[config.mk]
export PLATFORM = sky130hd
export DESIGN_NAME = gnss_binary_frame_parser_top
export DESIGN_NICKNAME = d
export VERILOG_FILES = /design/src/rtl/gbfp_pkg.sv /design/src/rtl/gbfp_in_reg.sv /design/src/rtl/gbfp_core.sv /design/src/rtl/gbfp_out_reg.sv /design/src/rtl/gnss_binary_frame_parser_top.sv
export SDC_FILE = /design/constraint.sdc
export NUM_CORES = 1
export LEC_CHECK = 0
export BUFFER_PORTS_ARGS = -buffer_cell sky130_fd_sc_hd__buf_2
export CORE_UTILIZATION = 40
export CTS_CLUSTER_SIZE = 16
export DETAILED_ROUTE_END_ITERATION = 10
export GPL_TIMING_DRIVEN = 0
export PLACE_DENSITY = 0.63
export RECOVER_POWER = 100
export SLEW_MARGIN = 20
export SYNTH_ARGS = -nofsm -noshare
export SYNTH_HDL_FRONTEND = slang
export SYNTH_SLANG_ARGS = --single-unit
[constraint.sdc]
create_clock -name i_clk -period 4.2 [get_ports i_clk]
set_input_delay 0.63 -clock i_clk [delete_from_list [all_inputs] [get_ports i_clk]]
set_output_delay 0.63 -clock i_clk [all_outputs]
set_load 0.05 [all_outputs]
[src/rtl/gbfp_pkg.sv]
// gbfp_pkg: shared types, constants and the CRC-32 byte update for the
// binary frame parser. No dependencies.
package gbfp_pkg;

    localparam int MAX_FRAME = 2048;

    localparam int BYTE_W  = 8;
    localparam int IDX_W   = 11;
    localparam int LIMIT_W = 12;
    localparam int SUM_W   = 17;

    localparam logic [BYTE_W-1:0] SYNC_A     = 8'hAA;
    localparam logic [BYTE_W-1:0] SYNC_B     = 8'h44;
    localparam logic [BYTE_W-1:0] KIND_SHORT = 8'hB5;
    localparam logic [BYTE_W-1:0] KIND_LONG  = 8'h12;

    localparam logic [4:0] HDR_SHORT = 5'd24;
    localparam logic [4:0] HDR_LONG  = 5'd28;

    localparam logic [IDX_W-1:0] ID_LO_POS     = 11'd4;
    localparam logic [IDX_W-1:0] ID_HI_POS     = 11'd5;
    localparam logic [IDX_W-1:0] LEN_POS_SHORT = 11'd6;
    localparam logic [IDX_W-1:0] LEN_POS_LONG  = 11'd8;

    localparam logic [31:0]        CRC_POLY    = 32'hEDB88320;
    localparam logic [LIMIT_W-1:0] LIMIT_RESET = 12'd2000;
    localparam logic [LIMIT_W-1:0] LIMIT_CAP   = LIMIT_W'(MAX_FRAME);

    typedef enum logic [1:0] {
        PH_HUNT = 2'd0,
        PH_HEAD = 2'd1,
        PH_BODY = 2'd2,
        PH_TAIL = 2'd3
    } t_phase;

    typedef struct packed {
        logic [BYTE_W-1:0] data_out;
        logic              in_frame;
        logic [IDX_W-1:0]  byte_index;
        logic              frame_end;
        logic              crc_good;
        logic [15:0]       message_id;
        logic [IDX_W-1:0]  total_length;
        logic              long_header;
    } t_result;

    // reflected CRC-32, one byte
    function automatic logic [31:0] crc_byte(input logic [31:0] crc_in,
                                             input logic [BYTE_W-1:0] b);
        logic [31:0] c;
        c = crc_in ^ {24'd0, b};
        for (int k = 0; k < 8; k++) begin
            c = c[0] ? ((c >> 1) ^ CRC_POLY) : (c >> 1);
        end
        return c;
    endfunction

endpackage

[src/rtl/gbfp_in_reg.sv]
// gbfp_in_reg: input register for received bytes.
// Depends on gbfp_pkg.
module gbfp_in_reg
    import gbfp_pkg::*;
(
    input  logic              i_clk,
    input  logic              i_rst_n,
    input  logic              i_valid,
    output logic              o_stall,
    input  logic [BYTE_W-1:0] i_rx_byte,
    input  logic              i_take,
    output logic              o_word_valid,
    output logic [BYTE_W-1:0] o_word
);

    logic              r_valid;
    logic [BYTE_W-1:0] r_byte;
    logic              accept;

    assign o_stall      = r_valid && !i_take;
    assign accept       = i_valid && !o_stall;
    assign o_word_valid = r_valid;
    assign o_word       = r_byte;

    always_ff @(posedge i_clk) begin
        if (!i_rst_n) begin
            r_valid <= 1'b0;
        end else if (accept) begin
            r_valid <= 1'b1;
        end else if (i_take) begin
            r_valid <= 1'b0;
        end
    end

    always_ff @(posedge i_clk) begin
        if (accept) begin
            r_byte <= i_rx_byte;
        end
    end

endmodule

[src/rtl/gbfp_core.sv]
// gbfp_core: frame state, header decode, length check and CRC-32 per byte.
// Depends on gbfp_pkg.
module gbfp_core
    import gbfp_pkg::*;
(
    input  logic               i_clk,
    input  logic               i_rst_n,
    input  logic               i_cfg_wr_en,
    input  logic [LIMIT_W-1:0] i_cfg_wr_data,
    input  logic               i_take,
    input  logic [BYTE_W-1:0]  i_byte,
    output t_result            o_result
);

    t_phase             r_phase, n_phase;
    logic [IDX_W-1:0]   r_count, n_count;
    logic               r_long, n_long;
    logic [15:0]        r_id, n_id;
    logic [BYTE_W-1:0]  r_len_lo, n_len_lo;
    logic [IDX_W-1:0]   r_total, n_total;
    logic [31:0]        r_crc, n_crc;
    logic [31:0]        r_tail, n_tail;
    logic [LIMIT_W-1:0] r_limit;

    logic               sync0, sync1, sync2;
    logic [IDX_W-1:0]   lo_pos, count_inc;
    logic [4:0]         hdr_len;
    logic               len_hit, len_ok, body_done, tail_done;
    logic [SUM_W-1:0]   tot, min_tot;
    logic [LIMIT_W-1:0] limit_eff;
    logic [31:0]        crc_in, crc_next, tail_next;
    logic               kept;

    assign sync0     = (r_count == IDX_W'(0)) && (i_byte == SYNC_A);
    assign sync1     = (r_count == IDX_W'(1)) && (i_byte == SYNC_B);
    assign sync2     = (r_count == IDX_W'(2)) &&
                       ((i_byte == KIND_SHORT) || (i_byte == KIND_LONG));

    assign lo_pos    = r_long ? LEN_POS_LONG : LEN_POS_SHORT;
    assign hdr_len   = r_long ? HDR_LONG : HDR_SHORT;
    assign count_inc = r_count + IDX_W'(1);
    assign len_hit   = (r_count == lo_pos + IDX_W'(1));
    assign limit_eff = (r_limit > LIMIT_CAP) ? LIMIT_CAP : r_limit;
    assign tot       = SUM_W'({i_byte, r_len_lo}) + SUM_W'(hdr_len) + SUM_W'(4);
    assign min_tot   = SUM_W'(hdr_len) + SUM_W'(4);
    assign len_ok    = (tot > min_tot) && (tot < SUM_W'(limit_eff));
    assign body_done = (count_inc >= r_total - IDX_W'(4));
    assign tail_done = (count_inc >= r_total);

    assign crc_in    = ((r_phase == PH_HUNT) && (r_count == IDX_W'(0))) ? 32'd0 : r_crc;
    assign crc_next  = crc_byte(crc_in, i_byte);
    assign tail_next = {i_byte, r_tail[31:8]};

    // next phase
    always_comb begin
        n_phase = r_phase;
        unique case (r_phase)
            PH_HUNT: begin
                if (sync2) n_phase = PH_HEAD;
            end
            PH_HEAD: begin
                if (len_hit) n_phase = len_ok ? PH_BODY : PH_HUNT;
            end
            PH_BODY: begin
                if (body_done) n_phase = PH_TAIL;
            end
            PH_TAIL: begin
                if (tail_done) n_phase = PH_HUNT;
            end
            default: n_phase = PH_HUNT;
        endcase
    end

    // datapath and result
    always_comb begin
        n_count  = r_count;
        n_long   = r_long;
        n_id     = r_id;
        n_len_lo = r_len_lo;
        n_total  = r_total;
        n_crc    = r_crc;
        n_tail   = r_tail;
        kept     = 1'b1;
        unique case (r_phase)
            PH_HUNT: begin
                if (sync0) begin
                    n_long   = 1'b0;
                    n_id     = '0;
                    n_len_lo = '0;
                    n_total  = '0;
                    n_tail   = '0;
                    n_crc    = crc_next;
                    n_count  = IDX_W'(1);
                end else if (sync1) begin
                    n_crc   = crc_next;
                    n_count = IDX_W'(2);
                end else if (sync2) begin
                    n_long  = (i_byte == KIND_LONG);
                    n_crc   = crc_next;
                    n_count = IDX_W'(3);
                end else begin
                    kept    = 1'b0;
                    n_count = '0;
                end
            end
            PH_HEAD: begin
                n_crc   = crc_next;
                n_count = count_inc;
                if (r_count == ID_LO_POS) begin
                    n_id = {8'd0, i_byte};
                end else if (r_count == ID_HI_POS) begin
                    n_id = {i_byte, r_id[7:0]};
                end
                if (r_count == lo_pos) begin
                    n_len_lo = i_byte;
                end else if (len_hit) begin
                    if (len_ok) begin
                        n_total = tot[IDX_W-1:0];
                    end else begin
                        n_count = '0;
                    end
                end
            end
            PH_BODY: begin
                n_crc   = crc_next;
                n_count = count_inc;
            end
            PH_TAIL: begin
                n_tail  = tail_next;
                n_count = tail_done ? '0 : count_inc;
            end
            default: n_count = '0;
        endcase

        o_result.data_out     = i_byte;
        o_result.in_frame     = kept;
        o_result.byte_index   = kept ? r_count : '0;
        o_result.frame_end    = (r_phase == PH_TAIL) && tail_done;
        o_result.crc_good     = (r_phase == PH_TAIL) && tail_done && (tail_next == r_crc);
        o_result.message_id   = kept ? n_id : '0;
        o_result.total_length = kept ? n_total : '0;
        o_result.long_header  = kept && (r_count >= IDX_W'(2)) && n_long;
    end

    always_ff @(posedge i_clk) begin
        if (!i_rst_n) begin
            r_phase  <= PH_HUNT;
            r_count  <= '0;
            r_long   <= 1'b0;
            r_id     <= '0;
            r_len_lo <= '0;
            r_total  <= '0;
            r_crc    <= '0;
            r_tail   <= '0;
        end else if (i_take) begin
            r_phase  <= n_phase;
            r_count  <= n_count;
            r_long   <= n_long;
            r_id     <= n_id;
            r_len_lo <= n_len_lo;
            r_total  <= n_total;
            r_crc    <= n_crc;
            r_tail   <= n_tail;
        end
    end

    always_ff @(posedge i_clk) begin
        if (!i_rst_n) begin
            r_limit <= LIMIT_RESET;
        end else if (i_cfg_wr_en) begin
            r_limit <= i_cfg_wr_data;
        end
    end

endmodule

[src/rtl/gbfp_out_reg.sv]
// gbfp_out_reg: result register towards the consumer.
// Depends on gbfp_pkg.
module gbfp_out_reg
    import gbfp_pkg::*;
(
    input  logic    i_clk,
    input  logic    i_rst_n,
    input  logic    i_load,
    input  t_result i_result,
    output logic    o_ready,
    output logic    o_valid,
    input  logic    i_stall,
    output t_result o_result
);

    logic    r_valid;
    t_result r_result;

    assign o_ready  = !r_valid || !i_stall;
    assign o_valid  = r_valid;
    assign o_result = r_result;

    always_ff @(posedge i_clk) begin
        if (!i_rst_n) begin
            r_valid <= 1'b0;
        end else if (o_ready) begin
            r_valid <= i_load;
        end
    end

    always_ff @(posedge i_clk) begin
        if (i_load) begin
            r_result <= i_result;
        end
    end

endmodule

[src/rtl/gnss_binary_frame_parser_top.sv]
// gnss_binary_frame_parser_top: byte-stream parser for CRC-32 binary frames.
// Depends on gbfp_pkg, gbfp_in_reg, gbfp_core, gbfp_out_reg.
//
//  channel  | handshake           | payload
//  ---------+---------------------+---------------------------------------
//  input    | i_valid / o_stall   | i_rx_byte
//  result   | o_valid / i_stall   | o_data_out .. o_long_header
//  config   | i_cfg_wr_en         | i_cfg_wr_data (length limit)
//
// One word per cycle sustained while the result is not stalled; a word passes the
// input register, then the parse logic into the result register, before it is valid.
// Synchronous active-low reset clears frame state and sets the limit to 2000.
// A stalled result holds; o_stall rises only when both registers are full.
module gnss_binary_frame_parser_top
    import gbfp_pkg::*;
(
    input  logic               i_clk,
    input  logic               i_rst_n,
    input  logic               i_cfg_wr_en,
    input  logic [LIMIT_W-1:0] i_cfg_wr_data,
    input  logic               i_valid,
    output logic               o_stall,
    input  logic [BYTE_W-1:0]  i_rx_byte,
    output logic               o_valid,
    input  logic               i_stall,
    output logic [BYTE_W-1:0]  o_data_out,
    output logic               o_in_frame,
    output logic [IDX_W-1:0]   o_byte_index,
    output logic               o_frame_end,
    output logic               o_crc_good,
    output logic [15:0]        o_message_id,
    output logic [IDX_W-1:0]   o_total_length,
    output logic               o_long_header
);

    logic              word_valid;
    logic [BYTE_W-1:0] word;
    logic              out_ready;
    logic              take;
    t_result           core_result;
    t_result           out_result;

    assign take = word_valid && out_ready;

    gbfp_in_reg u_in_reg (
        .i_clk        (i_clk),
        .i_rst_n      (i_rst_n),
        .i_valid      (i_valid),
        .o_stall      (o_stall),
        .i_rx_byte    (i_rx_byte),
        .i_take       (take),
        .o_word_valid (word_valid),
        .o_word       (word)
    );

    gbfp_core u_core (
        .i_clk         (i_clk),
        .i_rst_n       (i_rst_n),
        .i_cfg_wr_en   (i_cfg_wr_en),
        .i_cfg_wr_data (i_cfg_wr_data),
        .i_take        (take),
        .i_byte        (word),
        .o_result      (core_result)
    );

    gbfp_out_reg u_out_reg (
        .i_clk    (i_clk),
        .i_rst_n  (i_rst_n),
        .i_load   (take),
        .i_result (core_result),
        .o_ready  (out_ready),
        .o_valid  (o_valid),
        .i_stall  (i_stall),
        .o_result (out_result)
    );

    assign o_data_out     = out_result.data_out;
    assign o_in_frame     = out_result.in_frame;
    assign o_byte_index   = out_result.byte_index;
    assign o_frame_end    = out_result.frame_end;
    assign o_crc_good     = out_result.crc_good;
    assign o_message_id   = out_result.message_id;
    assign o_total_length = out_result.total_length;
    assign o_long_header  = out_result.long_header;

endmodule

## Word-level counts from Yosys, hierarchy flattened

Index checks and enable logic that the tools add are counted.

| cells by class | value |
|---|---|
| add/subtract/negate cells | 6 |
| order comparisons | 6 |
| equality and inequality tests | 21 |
| mux-type cells | 54 |
| bitwise operators | 9 |
| reduce and logical (&&, ||, !) cells | 29 |

Operator list:

| kind | number |
|---|---|
| 32-bit 2-to-1 mux | 13 |
| 32-bit case mux with 2 select lines | 2 |
| 13-bit inverter with 14-bit output | 8 |
| 11-bit 2-to-1 mux | 10 |
| 16-bit 2-to-1 mux | 3 |
| 11-bit case mux with 4 select lines | 1 |
| 32-bit == test | 1 |
| 16-bit case mux with 2 select lines | 1 |
| 32-bit by 8-bit XOR with 32-bit output | 1 |
| 11-bit by 1-bit adder with 11-bit output, second input constant | 2 |
| 11-bit == test | 2 |
| 11-bit by 3-bit == test with 1-bit output, second input constant | 2 |
| 11-bit >= comparator | 2 |
| 11-bit case mux with 2 select lines | 1 |
| 16-bit by 5-bit adder with 17-bit output | 1 |
| 17-bit by 3-bit adder with 17-bit output, second input constant | 1 |
| 17-bit greater-than comparator | 1 |
| 17-bit by 12-bit < comparator with 1-bit output | 1 |
| 8-bit == test, second input constant | 2 |
| 8-bit 2-to-1 mux | 2 |
| 8-bit case mux with 2 select lines | 1 |
| 12-bit greater-than comparator, second input constant | 1 |
| 1-bit logical AND | 12 |
| 12-bit 2-to-1 mux | 1 |
| 25 further kinds | 53 |

| storage, ports and cells | value |
|---|---|
| register bits | 185 |
| input port bits | 25 |

## Depth between registers and ports, before layout

| depth | value |
|---|---|
| word-level depth | 24 |
| depth in mapped cells | 19 |

## Cells and area by module

Synthesis repeated with hierarchy kept, for this count alone.

| second synthesis, totals | value |
|---|---|
| cells, all modules | 1092 |
| area total of the unflattened synthesis | 10218.6 µm² |

By module, submodules not included:

| module | times used | cells an instance | area an instance (µm²) |
|---|---|---|---|
| gbfp_core | 1 | 1025 | 8388.0 |
| gbfp_out_reg | 1 | 54 | 1536.5 |
| gbfp_in_reg | 1 | 12 | 287.8 |
| gnss_binary_frame_parser_top | 1 | 1 | 6.3 |

## Least setup slack after synthesis

OpenSTA, ideal clock, no wires.

| timing path | value |
|---|---|
| path kind | flip-flop to flip-flop |
| start point | register u_core.r_long |
| end point | register u_out_reg.r_result (netlist bit u_out_reg.o_result[9]), data pin |
| arrival time | 3.751 ns |
| data required time | 3.935 ns |
| slack | 0.184 ns |
| cell stages (with the launch flop) | 20 |
| cell sequence | dfxtp_1 inv_1 ha_1 inv_1 ha_1 inv_1 fa_1 nand2b_1 a211oi_1 xor2_1 ha_1 and3_1 a221oi_1 o2111ai_1 a31oi_1 nand3_1 buf_2 buf_2 nand3_1 o211ai_1 |

| on the way | value |
|---|---|
| longest elaborated chain between the ends | 9 |
| elaborated cells on any way between the ends | 15 |

Ends and longest elaborated chain:

| element | line | RTL |
|---|---|---|
| start: declaration | gbfp_core.sv:17 | `logic r_long, n_long;` |
| start signal: assignment | gbfp_core.sv:158 | `r_long <= n_long;` |
| 3-bit 2-to-1 mux | gbfp_core.sv:40 | `assign hdr_len = r_long ? HDR_LONG : HDR_SHORT;` |
| 16-bit by 5-bit adder with 17-bit output | gbfp_core.sv:44 | `assign tot = SUM_W'({i_byte, r_len_lo}) + SUM_W'(hdr_len) + SUM_W'(4);` |
| 17-bit by 3-bit adder with 17-bit output | gbfp_core.sv:44 |  |
| 17-bit greater-than comparator or 17-bit by 12-bit < comparator with 1-bit output (tied branches) | gbfp_core.sv:46 | `assign len_ok = (tot > min_tot) && (tot < SUM_W'(limit_eff));` |
| 1-bit logical AND | gbfp_core.sv:46 |  |
| 11-bit 2-to-1 mux | gbfp_core.sv:117 | `if (len_ok) begin` |
| 11-bit 2-to-1 mux | gbfp_core.sv:116 | `end else if (len_hit) begin` |
| 11-bit 2-to-1 mux (*) | gbfp_core.sv:114 | `if (r_count == lo_pos) begin` |
| 11-bit case mux with 2 select lines (*) | gbfp_core.sv:84 | `unique case (r_phase)` |
| end signal: assignment | gbfp_out_reg.sv:33 | `r_result <= i_result;` |
| end: declaration | gbfp_out_reg.sv:17 | `t_result r_result;` |

Every way passes the cells marked *; elsewhere a longest branch is shown, timed or not.
A chain may end at the register's enable or synchronous reset.

## Final worst setup path

| timing path | value |
|---|---|
| start point | register u_core.r_long |
| end point | register u_out_reg.r_result (netlist bit u_out_reg.o_result[7]), data pin |

The elaborated chain is that of the path after synthesis.

==> flow_summary.toml <==
[run_status]
status = "finished clean"

[timing]
finClkSkew_ns = 0.0116
hold_viol_final = 0
worstMarginPinSlew_ns = 1.19
post-route-period-util_pct = 96.3
fin_tns_setup_ns = 0
setup_slack_ns = 0.157
finalMaxSlewViolations = 0
fmax_mhz = 247
slew_headroom_pct = 20.7
whs_ns = 0.367
finalCriticalPeriod_ns = 4.04
finalSetupViolCount = 0

[synthesis]
synth-main-ff-cell = "dfxtp_1"
syn_nets = 1188
ys_seq_area_share_pct = 40.4
ys_warn_count = 0
synth-edff-count = 58
async_flop_share_pct = 0
synth_seq_cells = 177
syn_area_um2 = 10200
netlist_instances = 1119
syn_area_per_cell_um2 = 9.13
ys_types = 73

[layout]
layout_commonest_cell = "nand2_1"
final_net_count = 1294
instances_no_fill = 1568
drive_gt1_share_pct = 9.29
fin_area_um2 = 11700
final_cell_mix = "165 x nand2_1, 117 x dfxtp_1, 105 x clkbuf_1"
n_fill_cell = 2512
area_growth_syn_to_layout_pct = 14.7
fin_util_pct = 46.6
num_antenna_cells = 0

[floorplanning]
core_um2 = 25100
num_rows = 58
io_pins = 77
die-area_um2 = 26200
die_height_um = 162
initial_core_util_pct = 40.7
fp.dieW_um = 162

[routing]
num_vias = 8550
drt_iter0_drc = 582
wl_per_cell_um = 18.1
postRouteAntennaNets = 0
drc_errors = 0
dr.pass1.iters = 5
wirelength_mm = 28.4
drt-vias-per-instance = 5.45

[global_routing]
grt_start_max_net_pins = 41
grt_pass1_wl_mm = 44.6
grt_pass1_vias = 8232
grtUsageMet2_pct = 38.5
grt.total_usage_pct = 22.0
antenna_found_initial = 0
top_usage_layer = "met2"
gr-total-overflow = 0
met3_usage_pct = 3.42
grt_use_met1_pct = 27.3

[clock_network]
cts.path.max_buffers = 2
cts_root_buf = "clkbuf_16"
clk_pin_slew_ns = 0.07
h-tree-depth = 4
cts_tree = "yes"
clock_latency_ns = 0.45
numCtsBuffers = 17
clock_sinks = 177
cts_hold_buf = 0

[critical_path]
critPathMaxFanout = 5
worst_setup_path_start_kind = "flip-flop"
path_class = "flip-flop to flip-flop"
arrival_ns = 4.30
worstPathRequired_ns = 4.46
reg2reg_from = "u_core.r_long"
crit_start = "u_core.r_long"
crit_path_end_kind = "flip-flop"
rrSetupSlack_ns = 0.16

[hold_path]
min_from = "i_rx_byte[0]"
hp-class = "primary input to flip-flop"

[pwr]
power.density_nw_per_um2 = 334
power_mw = 3.91
ir_worst_vdd_mv = 0.217
leakage_nw = 4.22

[placed_design]
hpwlAfterDp_mm = 20.7
post-place-cells = 1526
portBuffers = 76
gp_congestion = 0.880
pre_cts_slack_ns = -0.865
dpl_cell_area_um2 = 11000

[job]
maxCapViolations = 0
-- metal layers --
| layer | vias up | part of all wire, % |
|---|---|---|
| met5 | - | 0 |
| met4 | 0 | 2.7 |
| met3 | 55 | 3.7 |
| met2 | 211 | 50 |
| met1 | 4154 | 43 |
| li1 | 4130 | - |
-- cells in the mapped netlist (all sizes together), types with 3 or more instances --
| library cell | n | share of area, % |
|---|---|---|
| or4 | 3 | 0.22 |
| clkbuf | 45 | 1.7 |
| mux2i | 14 | 1.4 |
| a21oi | 21 | 1.1 |
| a22oi | 32 | 2.4 |
| o21ai | 33 | 1.6 |
| nor3 | 15 | 0.78 |
| edfxtp | 58 | 17 |
| nand2b | 8 | 0.49 |
| o211a | 9 | 0.88 |
| ha | 43 | 5.3 |
| a211oi | 7 | 0.51 |
| nor3b | 5 | 0.37 |
| a31oi | 6 | 0.37 |
| xor2 | 50 | 4.3 |
| a21o | 5 | 0.37 |
| a41oi | 5 | 0.43 |
| and2 | 12 | 0.74 |
| o31ai | 6 | 0.44 |
| nand3 | 58 | 2.9 |
| and3 | 11 | 0.67 |
| nor2b | 36 | 2.2 |
| o21a | 4 | 0.29 |
| a22o | 9 | 0.77 |
| nor2 | 46 | 1.7 |
| buf | 29 | 1.4 |
| o211ai | 12 | 0.88 |
| dfxtp | 119 | 23 |
| nand4 | 18 | 1.1 |
| nand2 | 165 | 6.1 |
| or3 | 6 | 0.37 |
| a21boi | 53 | 3.9 |
| xnor2 | 98 | 8.8 |
| inv | 38 | 1.4 |
| nor4 | 8 | 0.70 |
-- cells by family (layout without fill, tap and decap cells) --
logic type	Yosys count	count (layout)	synth area share [%]
compound gates	223	223	16.0
xor+xnor	149	149	13.3
fa+ha+maj	44	44	5.46
buf+inv	112	231	4.46
flops	177	177	40.4
mux	14	14	1.37
simple gates	400	400	19.0
-- worst max-delay path, cell delays in order (launching register included) --
cell	delay, ns
dfxtp_4	0.38
inv_2	0.06
ha_2	0.17
inv_2	0.06
ha_4	0.14
inv_1	0.06
fa_2	0.36
nand2b_4	0.18
a21oi_2	0.22
xor2_2	0.24
ha_1	0.28
and3_4	0.20
a221oi_4	0.33
o2111ai_2	0.19
a31o_2	0.28
nor2_1	0.36
nand4_1	0.14
a21oi_1	0.23
-- cell type report --
type                       count  area (µm²)  area share [%]
clock buffer                  22         497            4.24
buffer                        74         312            2.66
multi-input combinational    830        5730            48.9
timing repair buffer          87         403            3.44
clock inverter                10        85.1           0.727
tap                          330         413            3.53
inverter                      38         143            1.22
sequential                   177        4130            35.3
-- sequential cells by signal, summed over array words and instances, names as in the netlist, named ones only --
name,count
u_core.r_count,11
u_core.r_crc,32
u_core.r_id,16
u_core.r_len_lo,8
u_core.r_limit,12
u_core.r_long,1
u_core.r_phase,1
u_core.r_tail,24
u_core.r_total,11
u_in_reg.o_word,8
u_in_reg.o_word_valid,1
u_out_reg.o_result,50
u_out_reg.o_valid,1
-- worst paths after layout --
check,end,cells after the start
max,u_out_reg.o_result[7],17
min,u_in_reg.o_word[0],1
max reg2reg,u_out_reg.o_result[7],17
min reg2reg,u_out_reg.o_result[45],0
-- report_power, final --
group          switching (mW)  leakage (nW)  internal, mW
Clock                   0.737         0.292         0.863
Combinational           0.327          2.42         0.171
Sequential             0.0182          1.51          1.80
-- timing repair --
| item | in CTS | in global routing |
|---|---|---|
| resized for setup | 17 | 16 |
| endpoints found under the hold margin | 0 | 0 |
| pin swaps | 2 | 5 |
| endpoints found under the setup margin | 33 | 32 |
| buffers inserted | 7 | 3 |
Power figures use the tool's default switching activity.
